### src/design/udm_pkg.sv
// ----------------------------------------------------------------------------
// udm_pkg
// plan kind codes and sequencer state type for the unsigned division planner
// ----------------------------------------------------------------------------
package udm_pkg;

   // plan kinds on rsp_plan_kind
   localparam logic [2:0] KIND_ZERO     = 3'd0;
   localparam logic [2:0] KIND_COMPARE  = 3'd1;
   localparam logic [2:0] KIND_SHIFT    = 3'd2;
   localparam logic [2:0] KIND_MULHI    = 3'd3;
   localparam logic [2:0] KIND_ADDFIX   = 3'd4;

   // sequencer states, one-hot
   typedef enum logic [6:0] {
      ST_IDLE   = 7'b0000001,
      ST_TZ     = 7'b0000010,
      ST_LEN    = 7'b0000100,
      ST_DIV_LO = 7'b0001000,
      ST_DIV_HI = 7'b0010000,
      ST_HALVE  = 7'b0100000,
      ST_FINISH = 7'b1000000
   } udm_state_type;

endpackage

### src/design/udiv_magic_multiplier.sv
// ----------------------------------------------------------------------------
// udiv_magic_multiplier
// plans division of an unsigned word by a constant divisor without a divider
// ----------------------------------------------------------------------------
// steps: zero and compare plans go straight to the result; shift plans strip
//   trailing zeros first; multiply plans also scan the length, divide for the low
//   and high bounds and halve them, and a retry on the odd part repeats the length
//   scan, both divisions and the halving
// throughput: one beat at a time, req_stall is high until the sequencer is idle
// reset: synchronous, clears the sequencer and rsp_valid; no clearing pass
// ----------------------------------------------------------------------------
module udiv_magic_multiplier #(
   parameter int WORD_BITS = 32
) (
   input  logic        clock,
   input  logic        reset,
   input  logic        req_valid,
   output logic        req_stall,
   input  logic [31:0] req_divisor,
   output logic        rsp_valid,
   input  logic        rsp_stall,
   output logic [2:0]  rsp_plan_kind,
   output logic [31:0] rsp_magic_multiplier,
   output logic [4:0]  rsp_pre_shift,
   output logic [4:0]  rsp_post_shift
);
   import udm_pkg::*;

   // quotient width: the round-up bounds stay below 2^(WORD_BITS+2)
   localparam int QW = WORD_BITS + 2;
   // width of shift counts and bit positions (up to 2*WORD_BITS-1)
   localparam int SW = $clog2(2 * WORD_BITS);
   // width for the magic result before it is cut to 32 bits
   localparam int XW = (QW > 32) ? QW : 32;
   localparam logic [31:0] HALF = 32'(64'(1) << (WORD_BITS - 1));

   udm_state_type         state_ff, state_in;
   logic [WORD_BITS-1:0]  work_ff, work_in;    // shift register for tz and length scans
   logic [WORD_BITS-1:0]  dv_ff, dv_in;        // divisor of the current pass
   logic [WORD_BITS-1:0]  odd_ff, odd_in;      // odd part of the divisor
   logic [SW-1:0]         s_ff, s_in;          // trailing zeros
   logic [SW-1:0]         l_ff, l_in;          // log2 ceiling, then counted down
   logic [SW-1:0]         top_ff, top_in;      // exponent of the dividend
   logic [SW-1:0]         lowsh_ff, lowsh_in;  // exponent of the round-up term
   logic [SW-1:0]         cnt_ff, cnt_in;      // dividend bit position
   logic [WORD_BITS-1:0]  rem_ff, rem_in;      // partial remainder
   logic [QW-1:0]         q_ff, q_in;          // quotient being built
   logic [QW-1:0]         lo_ff, lo_in;
   logic [QW-1:0]         hi_ff, hi_in;
   logic                  retry_ff, retry_in;
   logic [2:0]            kind_ff, kind_in;

   logic                  rsp_valid_ff, rsp_valid_in;
   logic [2:0]            rsp_kind_ff, rsp_kind_in;
   logic [31:0]           rsp_magic_ff, rsp_magic_in;
   logic [4:0]            rsp_pre_ff, rsp_pre_in;
   logic [4:0]            rsp_post_ff, rsp_post_in;

   logic                  req_take;
   logic                  rsp_free;
   logic                  div_bit;
   logic [WORD_BITS-1:0]  rem_sh;
   logic                  rem_ge;
   logic [WORD_BITS-1:0]  rem_nx;
   logic [QW-1:0]         q_nx;
   logic [SW-1:0]         top_calc;
   logic [SW-1:0]         lowsh_calc;
   logic [XW-1:0]         magic_full;

   // partial remainder seed: dividend bits that sit above the quotient window
   function automatic logic [WORD_BITS-1:0] seed_rem(input logic [SW-1:0] top,
                                                     input logic [SW-1:0] lowsh,
                                                     input logic use_low);
      logic [WORD_BITS-1:0] r;
      r = '0;
      for (int j = 0; j < WORD_BITS; j++) begin
         r[j] = (int'(top) == QW + j) || (use_low && (int'(lowsh) == QW + j));
      end
      return r;
   endfunction

   assign req_stall = (state_ff != ST_IDLE);
   assign req_take  = req_valid && !req_stall;
   assign rsp_free  = !rsp_valid_ff || !rsp_stall;

   // shared restoring divider step: one quotient bit per cycle
   assign div_bit = (cnt_ff == top_ff) || ((state_ff == ST_DIV_HI) && (cnt_ff == lowsh_ff));
   assign rem_sh  = {rem_ff[WORD_BITS-2:0], div_bit};
   assign rem_ge  = (rem_sh >= dv_ff);
   assign rem_nx  = rem_ge ? (rem_sh - dv_ff) : rem_sh;
   assign q_nx    = {q_ff[QW-2:0], rem_ge};

   // exponents once the length scan ends; the retry pass uses precision WORD_BITS-s
   assign top_calc   = SW'(WORD_BITS) + l_ff;
   assign lowsh_calc = retry_ff ? (l_ff + s_ff) : l_ff;

   always_comb begin
      state_in = state_ff;
      work_in  = work_ff;
      dv_in    = dv_ff;
      odd_in   = odd_ff;
      s_in     = s_ff;
      l_in     = l_ff;
      top_in   = top_ff;
      lowsh_in = lowsh_ff;
      cnt_in   = cnt_ff;
      rem_in   = rem_ff;
      q_in     = q_ff;
      lo_in    = lo_ff;
      hi_in    = hi_ff;
      retry_in = retry_ff;
      kind_in  = kind_ff;

      unique case (state_ff)
         ST_IDLE: begin
            if (req_take) begin
               work_in  = req_divisor[WORD_BITS-1:0];
               dv_in    = req_divisor[WORD_BITS-1:0];
               s_in     = '0;
               retry_in = 1'b0;
               priority if (req_divisor == 32'd0) begin
                  kind_in  = KIND_ZERO;
                  state_in = ST_FINISH;
               end else if (req_divisor >= HALF) begin
                  kind_in  = KIND_COMPARE;
                  state_in = ST_FINISH;
               end else begin
                  state_in = ST_TZ;
               end
            end
         end

         // strip trailing zeros one bit a cycle
         ST_TZ: begin
            if (!work_ff[0]) begin
               work_in = work_ff >> 1;
               s_in    = s_ff + SW'(1);
            end else if (work_ff == WORD_BITS'(1)) begin
               kind_in  = KIND_SHIFT;
               state_in = ST_FINISH;
            end else begin
               odd_in   = work_ff;
               work_in  = dv_ff - WORD_BITS'(1);
               l_in     = '0;
               state_in = ST_LEN;
            end
         end

         // l = bit length of (divisor - 1)
         ST_LEN: begin
            if (work_ff != '0) begin
               work_in = work_ff >> 1;
               l_in    = l_ff + SW'(1);
            end else begin
               top_in   = top_calc;
               lowsh_in = lowsh_calc;
               rem_in   = seed_rem(top_calc, lowsh_calc, 1'b0);
               cnt_in   = SW'(QW - 1);
               q_in     = '0;
               state_in = ST_DIV_LO;
            end
         end

         // low bound: 2^top / d
         ST_DIV_LO: begin
            rem_in = rem_nx;
            q_in   = q_nx;
            if (cnt_ff == '0) begin
               lo_in    = q_nx;
               rem_in   = seed_rem(top_ff, lowsh_ff, 1'b1);
               cnt_in   = SW'(QW - 1);
               q_in     = '0;
               state_in = ST_DIV_HI;
            end else begin
               cnt_in = cnt_ff - SW'(1);
            end
         end

         // high bound: (2^top + 2^lowsh) / d
         ST_DIV_HI: begin
            rem_in = rem_nx;
            q_in   = q_nx;
            if (cnt_ff == '0) begin
               hi_in    = q_nx;
               state_in = ST_HALVE;
            end else begin
               cnt_in = cnt_ff - SW'(1);
            end
         end

         // halve both bounds while their halves still differ and l is nonzero, then pick the plan
         ST_HALVE: begin
            if (((lo_ff >> 1) < (hi_ff >> 1)) && (l_ff != '0)) begin
               lo_in = lo_ff >> 1;
               hi_in = hi_ff >> 1;
               l_in  = l_ff - SW'(1);
            end else if (hi_ff[QW-1:WORD_BITS] == '0) begin
               kind_in  = KIND_MULHI;
               if (!retry_ff) begin
                  s_in = '0;
               end
               state_in = ST_FINISH;
            end else if (!retry_ff && (s_ff != '0)) begin
               // multiplier overflowed the word: retry on the odd part
               retry_in = 1'b1;
               dv_in    = odd_ff;
               work_in  = odd_ff - WORD_BITS'(1);
               l_in     = '0;
               state_in = ST_LEN;
            end else begin
               kind_in  = KIND_ADDFIX;
               state_in = ST_FINISH;
            end
         end

         ST_FINISH: begin
            if (rsp_free) begin
               state_in = ST_IDLE;
            end
         end

         default: begin
            state_in = ST_IDLE;
         end
      endcase
   end

   // result beat from the plan registers
   assign magic_full = XW'(hi_ff);

   always_comb begin
      rsp_kind_in  = rsp_kind_ff;
      rsp_magic_in = rsp_magic_ff;
      rsp_pre_in   = rsp_pre_ff;
      rsp_post_in  = rsp_post_ff;
      rsp_valid_in = rsp_valid_ff && rsp_stall;
      if ((state_ff == ST_FINISH) && rsp_free) begin
         rsp_valid_in = 1'b1;
         rsp_kind_in  = kind_ff;
         rsp_magic_in = '0;
         rsp_pre_in   = '0;
         rsp_post_in  = '0;
         unique case (kind_ff)
            KIND_SHIFT: begin
               rsp_pre_in = 5'(s_ff);
            end
            KIND_MULHI: begin
               rsp_magic_in = magic_full[31:0];
               rsp_pre_in   = 5'(s_ff);
               rsp_post_in  = 5'(l_ff);
            end
            KIND_ADDFIX: begin
               // m minus 2^WORD_BITS, post shift l - 1
               rsp_magic_in = 32'(magic_full - (XW'(1) << WORD_BITS));
               rsp_post_in  = (l_ff != '0) ? 5'(l_ff - SW'(1)) : 5'd0;
            end
            default: begin
               rsp_magic_in = '0;
            end
         endcase
      end
   end

   always_ff @(posedge clock) begin
      if (reset) begin
         state_ff     <= ST_IDLE;
         rsp_valid_ff <= 1'b0;
      end else begin
         state_ff     <= state_in;
         rsp_valid_ff <= rsp_valid_in;
      end
   end

   // datapath, no reset needed
   always_ff @(posedge clock) begin
      work_ff      <= work_in;
      dv_ff        <= dv_in;
      odd_ff       <= odd_in;
      s_ff         <= s_in;
      l_ff         <= l_in;
      top_ff       <= top_in;
      lowsh_ff     <= lowsh_in;
      cnt_ff       <= cnt_in;
      rem_ff       <= rem_in;
      q_ff         <= q_in;
      lo_ff        <= lo_in;
      hi_ff        <= hi_in;
      retry_ff     <= retry_in;
      kind_ff      <= kind_in;
      rsp_kind_ff  <= rsp_kind_in;
      rsp_magic_ff <= rsp_magic_in;
      rsp_pre_ff   <= rsp_pre_in;
      rsp_post_ff  <= rsp_post_in;
   end

   assign rsp_valid            = rsp_valid_ff;
   assign rsp_plan_kind        = rsp_kind_ff;
   assign rsp_magic_multiplier = rsp_magic_ff;
   assign rsp_pre_shift        = rsp_pre_ff;
   assign rsp_post_shift       = rsp_post_ff;

endmodule

### config.mk
export PLATFORM = sky130hd
export DESIGN_NAME = udiv_magic_multiplier
export DESIGN_NICKNAME = d
export VERILOG_FILES = /design/src/design/udm_pkg.sv /design/src/design/udiv_magic_multiplier.sv
export SDC_FILE = /design/constraint.sdc
export NUM_CORES = 1
export LEC_CHECK = 0
export BUFFER_PORTS_ARGS = -buffer_cell sky130_fd_sc_hd__buf_2
export CAP_MARGIN = 10
export CORE_UTILIZATION = 31
export DETAILED_ROUTE_END_ITERATION = 8
export GPL_TIMING_DRIVEN = 0
export HOLD_SLACK_MARGIN = 0.1
export SYNTH_ARGS = -nofsm -noshare
export SYNTH_HDL_FRONTEND = slang
export SYNTH_SLANG_ARGS = --single-unit
### constraint.sdc
create_clock -name clock -period 5 [get_ports clock]
set_input_delay 0.75 -clock clock [delete_from_list [all_inputs] [get_ports clock]]
set_output_delay 0.75 -clock clock [all_outputs]
set_load 0.1 [all_outputs]
# Word level (Yosys, flattened, before mapping)
# Index checks and enable logic that the tools add are counted.
# classes
reduce_logical	69
bitwise_logic	2
n_eq_ne	126
muxes	73
addsub	10
order_cmp	3
# ops
cell	n
$mux W32	10
$eq A6 B6 Y1 const B	42
$eq A6 B5 Y1 const B	24
$pmux W34 S2	2
$pmux W32 S2	2
$pmux W32 S4	1
$mux W34	3
$pmux W33 S3	1
$sub A32 B1 Y32 const B	3
$mux W31	3
$pmux W31 S3	1
$mux W6	15
$mux W7	12
$eq A6 B4 Y1 const B	12
$mux W33	2
$pmux W6 S3	3
$pmux W7 S7	1
$eq A6 B3 Y1 const B	6
$lt A33 B33 Y1	1
$eq A32 B1 Y1 const B	1
$ge A32 B32 Y1	1
$ge A32 B32 Y1 const B	1
$logic_not A32 Y1	1
$logic_or A1 B1 Y1	32
43 further kinds	103
# totals
reg_bits	314
elab_cells	304

# Longest topological paths before layout
# Gate-level depths: netlist of run 1.
# depth
word_depth	7
ltp_mapped	19
depth_no_buf	17

# Least setup slack after synthesis of run 1
# No wires, ideal clock.
# synth_path
kind	register to register
start	reg state_ff[5]
end	reg work_ff[10] (enable)
stages_incl_launch_ff	8
required_ps	4607
setup_slack_ps	877
arrival_ps	3730
synth_period_minus_slack_ps	4123
n_path_buf	0
path_cell_list	dfxtp_1 -> or3_1 -> nor3_1 -> nand3b_1 -> and2_1 -> or4_1 -> nor2_1 -> o31a_1
# synth_via
elab_chain_len	5
elab_cells_between_ends	15
classes_between	eq/ne: 11; reduce/logical: 4
# synth_lines
item	line_no	text
start, declared	udiv_magic_multiplier.sv:37	udm_state_type state_ff, state_in;
start signal, assigned	udiv_magic_multiplier.sv:269	state_ff <= state_in;
$ne A7 B1 Y1	udiv_magic_multiplier.sv:82	assign req_stall = (state_ff != ST_IDLE);
via req_stall	udiv_magic_multiplier.sv:18	output logic req_stall,
$logic_not A1 Y1	udiv_magic_multiplier.sv:83	assign req_take = req_valid && !req_stall;
$logic_and A1 B1 Y1	udiv_magic_multiplier.sv:83	
$ne A2 B2 Y1 (no source line)	-	
$reduce_and A7 Y1 (no source line)	-	
end signal, assigned	udiv_magic_multiplier.sv:276	work_ff <= work_in;
end, declared	udiv_magic_multiplier.sv:38	logic [WORD_BITS-1:0] work_ff, work_in;
# The timed path passes the listed nets, and every way through them passes these cells.
# A chain may end at the register's enable or synchronous reset.

# Worst setup path in the final report of run 1
# layout_path
start	reg top_ff[0]
end	reg rem_ff[22] (data pin)
# layout_via
elab_chain_len	6
elab_cells_between_ends	9
classes_between	add/sub: 1; order compare: 1; eq/ne: 2; mux: 3; reduce/logical: 2
# layout_lines
item	line_no	text
start, declared	udiv_magic_multiplier.sv:43	logic [SW-1:0] top_ff, top_in;
start signal, assigned	udiv_magic_multiplier.sv:281	top_ff <= top_in;
$eq A6 B6 Y1	udiv_magic_multiplier.sv:87	assign div_bit = (cnt_ff == top_ff) || ((state_ff == ST_DIV_HI) && (cnt_ff == lowsh_ff));
$logic_or A1 B1 Y1	udiv_magic_multiplier.sv:87	
$sub A31 B31 Y31 or $ge A32 B32 Y1 (tied branches)	udiv_magic_multiplier.sv:90, udiv_magic_multiplier.sv:89	
$mux W31	udiv_magic_multiplier.sv:90	assign rem_nx = rem_ge ? (rem_sh - dv_ff) : rem_sh;
$mux W31	udiv_magic_multiplier.sv:168	if (cnt_ff == '0) begin
$pmux W31 S3 (*)	udiv_magic_multiplier.sv:114	unique case (state_ff)
via rem_in[22]	udiv_magic_multiplier.sv:46	logic [WORD_BITS-1:0] rem_ff, rem_in;
end signal, assigned	udiv_magic_multiplier.sv:284	rem_ff <= rem_in;
end, declared	udiv_magic_multiplier.sv:46	
# Mark *: on every way through the listed nets, which the timed path passes. The rest lies on a longest branch.

==> summary by stage, run 1 <==
Outcome
The flow ran to the end, and the final reports show no timing, DRC or antenna violations.

Timing
The final max-slew violation count was 0. The post-route clock skew is between 0.02 and 0.03 ns. The final hold violation count is 0.

The final count of negative-setup-slack endpoints is 0. Timing would allow up to ~210 MHz. Of the available clock period, the critical path in the final layout requires 0.932. The worst-case hold slack is slightly below 0.5 ns.

At the pin with the least slew margin, the transition time is 1.41 ns. The worst path needs 4.66 ns of the cycle, external delays included. Setup repair after global routing left no endpoint under its margin. The worst pin sits at a relative slew slack of 0.0616.

GRT
The number of antenna violations at the first check in global routing is 0. The first global-routing pass estimated about 75000 um of wire. The most heavily used metal layer in global routing is met2.

Entering global routing, the biggest net connects 66 pins. The global-route track usage on met2 is 0.281. Summed over all layers, the global routing overflow is 0.

The via count of the first global-routing pass is 13100. In the global route stage, met3 resource usage came out at 0.0245. The global routing usage summed across all routing layers is 0.172. For met1 alone, demand over resource in global routing was 0.232.

Clocking
The TritonCTS sink count is 313. The later pin in the worst-skew pair is clocked with a latency of 0.56 ns. The register clock-pin slew on the reported worst setup and hold paths is 0.06 ns. The longest clock path from root to sink contains 3 buffers. The number of H-tree branching levels is 2. The tree is rooted in a sky130_fd_sc_hd__clkbuf_16. TritonCTS built the clock tree. The number of buffers created by CTS is 36. The number of hold buffers added after CTS is 0.

Critical path
The data arrival time of the worst path is ~5 ns. The worst setup path is captured at a flip-flop. STA classifies the critical path startpoint as a flip-flop. Traced cell by cell, the critical path runs through clkbuf_1, xnor2_1, nand4_1, nor3_1, a41oi_1, ha_1, inv_1, fa_1, a211oi_2, nor2_1, o31ai_2, a21oi_2, nand2_1, a2111oi_2, a2111oi_4, nand2b_1, buf_4, nor2_1, a311o_1.

In this design, the stage delay of the slowest critical-path cell is 0.44 ns. Of all nets on the critical path, the largest fanout is 10. Counting cells, the worst reg-to-reg path comes to 19. The critical path in this run is classified as flip-flop to flip-flop.

The slowest stage of the critical path is the sky130_fd_sc_hd__fa_1 cell. The cell occurring most often along the worst timing path is sky130_fd_sc_hd__nor2_1. The required time reported for the critical path endpoint is 5.28 ns.

Logic synthesis
The share of synthesized area in the top cell type comes to 0.538. Summed over all instances, the cell type with the most area after synthesis is sky130_fd_sc_hd__edfxtp_1. The instance count of the mapped netlist is 1615. The main flop type after synthesis is sky130_fd_sc_hd__edfxtp_1. Counting flops with an async set or reset pin after synthesis yields a share of 0. The netlist area before placement is 0.0170 mm2. For this run, the number of Yosys warnings is 0. Yosys attributes the largest share of cell area to sky130_fd_sc_hd__edfxtp_1, sky130_fd_sc_hd__nand2_1, sky130_fd_sc_hd__ha_1.

Of the synthesized area, sequential elements account for 0.547. Synthesis produced a netlist with a net count of 1730. In this run, synthesis produced a sequential element count of 313. The number of synthesized flops with an enable pin is 305.

The number of distinct standard cells referenced by the synthesized netlist is 75. Averaged over all synthesized cells, the footprint is ~11 um2.

Cells and area
The number of fill cells is 5432. The finished cells cover 0.0195 mm2. Of the cells placed in the final design, the portion with a size suffix greater than 1 is 0.0987. At the end of the flow, the number of nets in the layout was roughly 1900. The antenna diode count is 0.

Once layout is complete, the utilization of the core stands at 0.361. Relative to the synthesized area, the layout overhead comes to 14.4%. The finished layout holds 2459 standard cells, fillers aside.

Drt
The number of detailed-route iterations in the first pass is 6. The average wire per standard cell is 19.9 um. Dividing the detail-routed via count by the number of cells gives around 5.4.

The final antenna-violating net count is 0. The number of vias after detailed routing is roughly 13000. The violation count after the first detailed-route iteration is 1321. The post-detailed-route DRC marker count is 0.

After detailed routing, the total wire length is 48900 um.

Pwr
Total power for the finished layout comes to 8.43 mW. For this design the ratio of total power to cell area is approximately 430 mW/mm2. The analysis attributes to cell leakage a power of 7.21 nW. The worst supply voltage drop on vdd is between 0.2 and 0.25 mV.

Floorplan
The floorplan step defined a die boundary enclosing 0.0559 mm2. The die boundary width is 236 um. For this design the top-level I/O count stands at 83.

The effective utilization at floorplan is 0.315. From bottom edge to top edge, the die measures 236 um. The core region is 0.0540 mm2.

The number of placement rows is 85.

Placement
The count of input and output buffers is 81. Including well taps, the total number of placed cells is 2396. The final estimated routing congestion in global placement is 0.927. The cell area after placement is 0.0184 mm2.

Detailed placement finished with a half-perimeter wire length of approximately 36000 um.

Hold path
The worst hold path passes through 0 cells. The worst hold path belongs to the class flip-flop to flip-flop.

Run
The number of maximum-capacitance violations is 0.
[critical path, delay by kind of cell (launching register included)]
kind                     cells  cell delay, ns
adder cells (fa/ha/maj)      2            0.70
AND/OR/NAND/NOR              6            0.71
AO/OA/AOI/OAI                7            1.89
flip-flops                   1            0.33
buffers and inverters        3            0.64
XOR/XNOR                     1            0.12
[worst paths after layout]
| check | start | to | slack [ns] |
|---|---|---|---|
| max reg2reg | top_ff[0] | rem_ff[22] | 0.34 |
| max | top_ff[0] | rem_ff[22] | 0.34 |
| min reg2reg | work_ff[29] | odd_ff[29] | 0.48 |
| min | work_ff[29] | odd_ff[29] | 0.48 |
[cell usage after synthesis, drive strengths merged, types with 4 or more instances]
cell    number
edfxtp     305
nand2      268
nor2       122
o21ai      110
inv         87
ha          77
a21oi       72
clkbuf      59
xnor2       52
and3        38
a21o        31
a22oi       27
nand3       27
nor3        27
xor2        24
nor4        23
a222oi      22
nor2b       22
nand2b      19
nand4       18
and2        15
buf         14
o221ai      14
o22ai       13
a31oi       11
a211oi       8
a32oi        8
dfxtp        8
or3          8
a221o        7
or4          6
mux2i        5
o21bai       5
or2          5
a311o        4
and4         4
nand3b       4
o31a         4
[metal layers]
metal  vias up  wire length (um)
li1       6222                 -
met1      6544             21600
met2       484             23000
met3        73              2940
met4         0              1290
met5         -                 0
[final cells by class]
type	count	area, um2	share of cell area
sequential	313	9320	0.478
multi-input combinational	1142	7130	0.366
clock buffer	48	956	0.0491
tap	696	871	0.0447
timing repair buffer	86	499	0.0256
inverter	87	327	0.0168
buffer	73	288	0.0148
clock inverter	14	96.3	0.00495
[stage by stage]
stage	setup TNS, ns	setup WS, ns
2_1_floorplan	0	0.877
3_3_place_gp	-12.04	-0.500
3_5_place_dp	0	0.0583
4_1_cts	0	0.0274
5_1_grt	0	0.0409
6_report	0	0.342
[placed cells by master (no fill, tap or decap), drive strengths merged, types with 52 or more instances in the layout]
cell type  count
edfxtp       305
nand2        268
nor2         122
o21ai        110
clkbuf       107
buf          100
inv           89
ha            77
a21oi         72
xnor2         52
[flip-flops by register name, indices dropped and copies added (netlist names), 7 cells and up]
| register | count |
|---|---|
| dv_ff | 32 |
| hi_ff | 34 |
| lo_ff | 33 |
| odd_ff | 31 |
| q_ff | 33 |
| rem_ff | 31 |
| rsp_magic_multiplier | 32 |
| state_ff | 7 |
| work_ff | 32 |
[kinds of logic after synthesis]
group | count (synthesis) | share of synthesized area
multiplexers | 8 | 0.00492
adder cells (fa/ha/maj) | 79 | 0.0589
buffers and inverters | 160 | 0.0359
AND/OR/NAND/NOR | 614 | 0.171
XOR/XNOR | 76 | 0.0391
flip-flops | 313 | 0.547
AO/OA/AOI/OAI | 365 | 0.143
[report_power, final]
| part | leakage (nW) | internal, mW | switching [mW] |
|---|---|---|---|
| Combinational | 3.92 | 0.680 | 1.58 |
| Clock | 0.516 | 1.35 | 1.10 |
| Sequential | 2.77 | 3.41 | 0.310 |
[repair_timing]
action,CTS,global route
endpoints found under the hold margin,0,0
setup buffers,0,1
setup endpoints to repair,0,22
gates resized for setup,0,4
Note: power is estimated with default switching activity, not from simulation.
==> inputs of run 2 (changes only) <==
--- a/config.mk
+++ b/config.mk
@@ -7,10 +7,11 @@
 export LEC_CHECK = 0
 export BUFFER_PORTS_ARGS = -buffer_cell sky130_fd_sc_hd__buf_2
 export CAP_MARGIN = 10
-export CORE_UTILIZATION = 31
+export CORE_UTILIZATION = 50
 export DETAILED_ROUTE_END_ITERATION = 8
 export GPL_TIMING_DRIVEN = 0
 export HOLD_SLACK_MARGIN = 0.1
+export PLACE_DENSITY = 0.67
 export SYNTH_ARGS = -nofsm -noshare
 export SYNTH_HDL_FRONTEND = slang
 export SYNTH_SLANG_ARGS = --single-unit
==> summary by stage, run 2 (synthesized netlist as in run 1, its figures left out) <==
Critical path
The critical path contains buffers and inverters numbering 3 combined. The launching element type of the critical path is a flip-flop. In this design, the critical path's most frequently occurring cell is sky130_fd_sc_hd__nor2_1. The delay contributed by the slowest stage of the critical path is 0.51 ns. The kind of cell with the highest combined delay along the critical path is compound AO/OA/AOI/OAI gates. The data arrival time of the worst path is 5.00 ns. The class of the most critical setup path is flip-flop to flip-flop. STA puts the critical path data required time at 5.26 ns. The critical path goes through clkbuf_1, xnor2_1, nand4_1, nor3_1, a41oi_1, ha_1, inv_1, fa_1, a211oi_2, nor2_1, o31ai_2, a21oi_2, nand2_1, a2111oi_2, a2111oi_4, nand2b_1, buf_4, nor2_1, a311o_1. The slowest library cell on the worst path is sky130_fd_sc_hd__a2111oi_4. STA classifies the critical path endpoint as a flip-flop. The maximum fanout encountered on the critical timing path is 10.

Outcome
The run finished with clean final reports.

Clocking
In this run the clock root is driven by a sky130_fd_sc_hd__clkbuf_16. The number of resized instances in the post-cts repair step is 0. TritonCTS built the clock tree. CTS saw 313 sinks. After clock tree synthesis, the clock-pin slew on the worst setup and hold paths is 0.06 ns. The insertion delay to the later sink of the worst-skew pair is between 0.5 and 0.6 ns. The number of buffers created by CTS is 36. The buffer depth of the longest clock path is 3. The number of H-tree branching levels is 2.

Timing
The tightest hold path in the finished design has a slack of 0.500 ns. The actual transition at the worst max-transition pin is 1.32 ns. The ratio of final minimum period to clock period is 0.949.

The worst-case setup margin in the final layout is 0.256 ns. The time the final worst path needs with I/O delays and setup is 4.74 ns. The final max-slew violation count was 0.

Setup repair after global routing left no endpoint under its margin. Derived from the worst setup path, the maximum achievable clock frequency is 211 MHz. The final hold violation count is 0. Clock skew on the completed layout was measured at 0.0320 ns. The worst slew slack as a fraction of its limit is 0.120. Setup violations remaining at the end of the flow were counted as 0.

Drt
The violation count after the first detailed-route iteration is 1226. The post-detailed-route DRC marker count is 0. The final antenna-violating net count is 0. The overall routed net length is around 45000 um. Dividing the detail-routed wire length by the instance count gives 20.4 um.

The number of vias after detailed routing is 13300. For this run, the detailed router's first-pass iteration total came to 6. The via-per-instance ratio is around 6.0.

Placement
The number of placed instances, taps included is between 2000 and 2500. The congestion estimate from routability-driven global placement came to 0.925. The count of input and output buffers is 81. Detailed placement ended at an HPWL of ~33000 um. At the placement stage, the worst setup path has a slack of 0.239 ns.

Run
The tool flagged a number of max-cap violations equal to 0.

Floorplan
The height of the die is between 150 and 200 um. The number of top-level pins is 83. The total area inside the core boundary comes to 0.0335 mm2. The initialized floorplan defines between 60 and 70 standard-cell rows.

The die boundary width is about 190 um. The floorplan step defined a die boundary enclosing 0.0348 mm2. The initial utilization of the core area, before any placement, comes to 0.508.

Cells and area
The number of flip-flops under the largest register name is 34. Of the cells placed in the final design, the portion with a size suffix greater than 1 is 0.100. The top cell types in the final layout, fill and taps aside, are sky130_fd_sc_hd__edfxtp_1, sky130_fd_sc_hd__nand2_1, sky130_fd_sc_hd__nor2_1.

The leading cell type in the layout, fill and taps excluded is sky130_fd_sc_hd__edfxtp_1. The layout-stage area growth over the synthesis result is 13.3%. After the last flow step, the layout net total stands at 1854.

The largest register by flop count is hi_ff. After the flow finishes, the layout carries non-filler instances totaling between 2000 and 2500. The number of fill cells is 2892. In the final layout, the registers with the most flip-flops are hi_ff: 34 flops, lo_ff: 33 flops, q_ff: 33 flops. The antenna diode count is 0.

Hold path
The class of the worst hold path is flip-flop to flip-flop.

Pwr
Power comes to 8.61 mW. The power density relative to cell area is 446 mW/mm2. The analysis attributes to cell leakage a power of around 7.3 nW.

The worst-case IR drop observed on VDD is about 0.25 mV.

GRT
The global routing usage summed across all routing layers is 0.256. The global-route wire length before repair is 70400 um. The number of antenna violations at the first check in global routing is 0. The residual overflow from global routing is 0. Entering global routing, the biggest net connects 66 pins. The via count of the first global-routing pass is 12800.
run 2: cell types whose count changed in the layout (fill, tap and decap cells not counted), sizes merged:
cell,previous run,this run
bufinv,0,4
clkbuf,107,106
clkinv,12,11
clkinvlp,0,1
inv,89,88
run 2: worst register-to-register path: stages, from the launching register on:
cell and delay (ns):
sky130_fd_sc_hd__edfxtp_1 0.33, sky130_fd_sc_hd__clkbuf_1 0.36, sky130_fd_sc_hd__xnor2_1 0.13, sky130_fd_sc_hd__nand4_1 0.11
sky130_fd_sc_hd__nor3_1 0.06, sky130_fd_sc_hd__a41oi_1 0.35, sky130_fd_sc_hd__ha_1 0.25, sky130_fd_sc_hd__inv_1 0.05
sky130_fd_sc_hd__fa_1 0.44, sky130_fd_sc_hd__a211oi_2 0.24, sky130_fd_sc_hd__nor2_1 0.11, sky130_fd_sc_hd__o31ai_2 0.32
sky130_fd_sc_hd__a21oi_2 0.14, sky130_fd_sc_hd__nand2_1 0.12, sky130_fd_sc_hd__a2111oi_2 0.09, sky130_fd_sc_hd__a2111oi_4 0.51
sky130_fd_sc_hd__nand2b_1 0.27, sky130_fd_sc_hd__buf_4 0.20, sky130_fd_sc_hd__nor2_1 0.06, sky130_fd_sc_hd__a311o_1 0.33
run 2: metal layers:
layer | vias to the layer above | global-route usage | routed length (um)
met5 | - | 0 | 0
met4 | 0 | 0.0851 | 1320
met3 | 87 | 0.0404 | 3410
met2 | 572 | 0.424 | 21400
met1 | 6438 | 0.345 | 19000
li1 | 6226 | - | -
run 2: path summary, 6_finish.rpt:
path	startpoint	end	slack, ns	cells past startpoint
setup / recovery	top_ff[0]	rem_ff[22]	0.26	19
hold / removal	work_ff[18]	odd_ff[18]	0.50	0
setup reg to reg	top_ff[0]	rem_ff[22]	0.26	19
hold reg to reg	work_ff[18]	odd_ff[18]	0.50	0
run 2: per-stage QoR:
step	setup TNS, ns	cell area (um2)	util
final	0	19300	0.575
after floorplan	0	17000	-
after global placement	-7.48	18000	0.537
after global routing	0	19300	0.575
after CTS	0	19300	0.575
after detailed placement	0	18100	0.539
run 2: layout make-up:
cell class                      instances  area [um2]  share of cell area
Timing Repair Buffer                   86         487              0.0252
Buffer                                 73         285              0.0148
Clock inverter                         17         231              0.0120
Inverter                               87         327              0.0169
Clock buffer                           47         963              0.0499
Tap cell                              448         561              0.0290
Multi-Input combinational cell       1142        7120               0.369
Sequential cell                       313        9320               0.483
run 2: power by group:
part	internal, mW	switching [mW]
combinational	0.664	1.55
clock	1.58	1.10
sequential	3.41	0.303
total	5.66	2.95
run 2: what timing repair did:
item	4_1_cts	5_1_grt
hold buffers	0	0
endpoints found under the setup margin	0	17
setup buffers	0	2
hold endpoints to repair	0	0
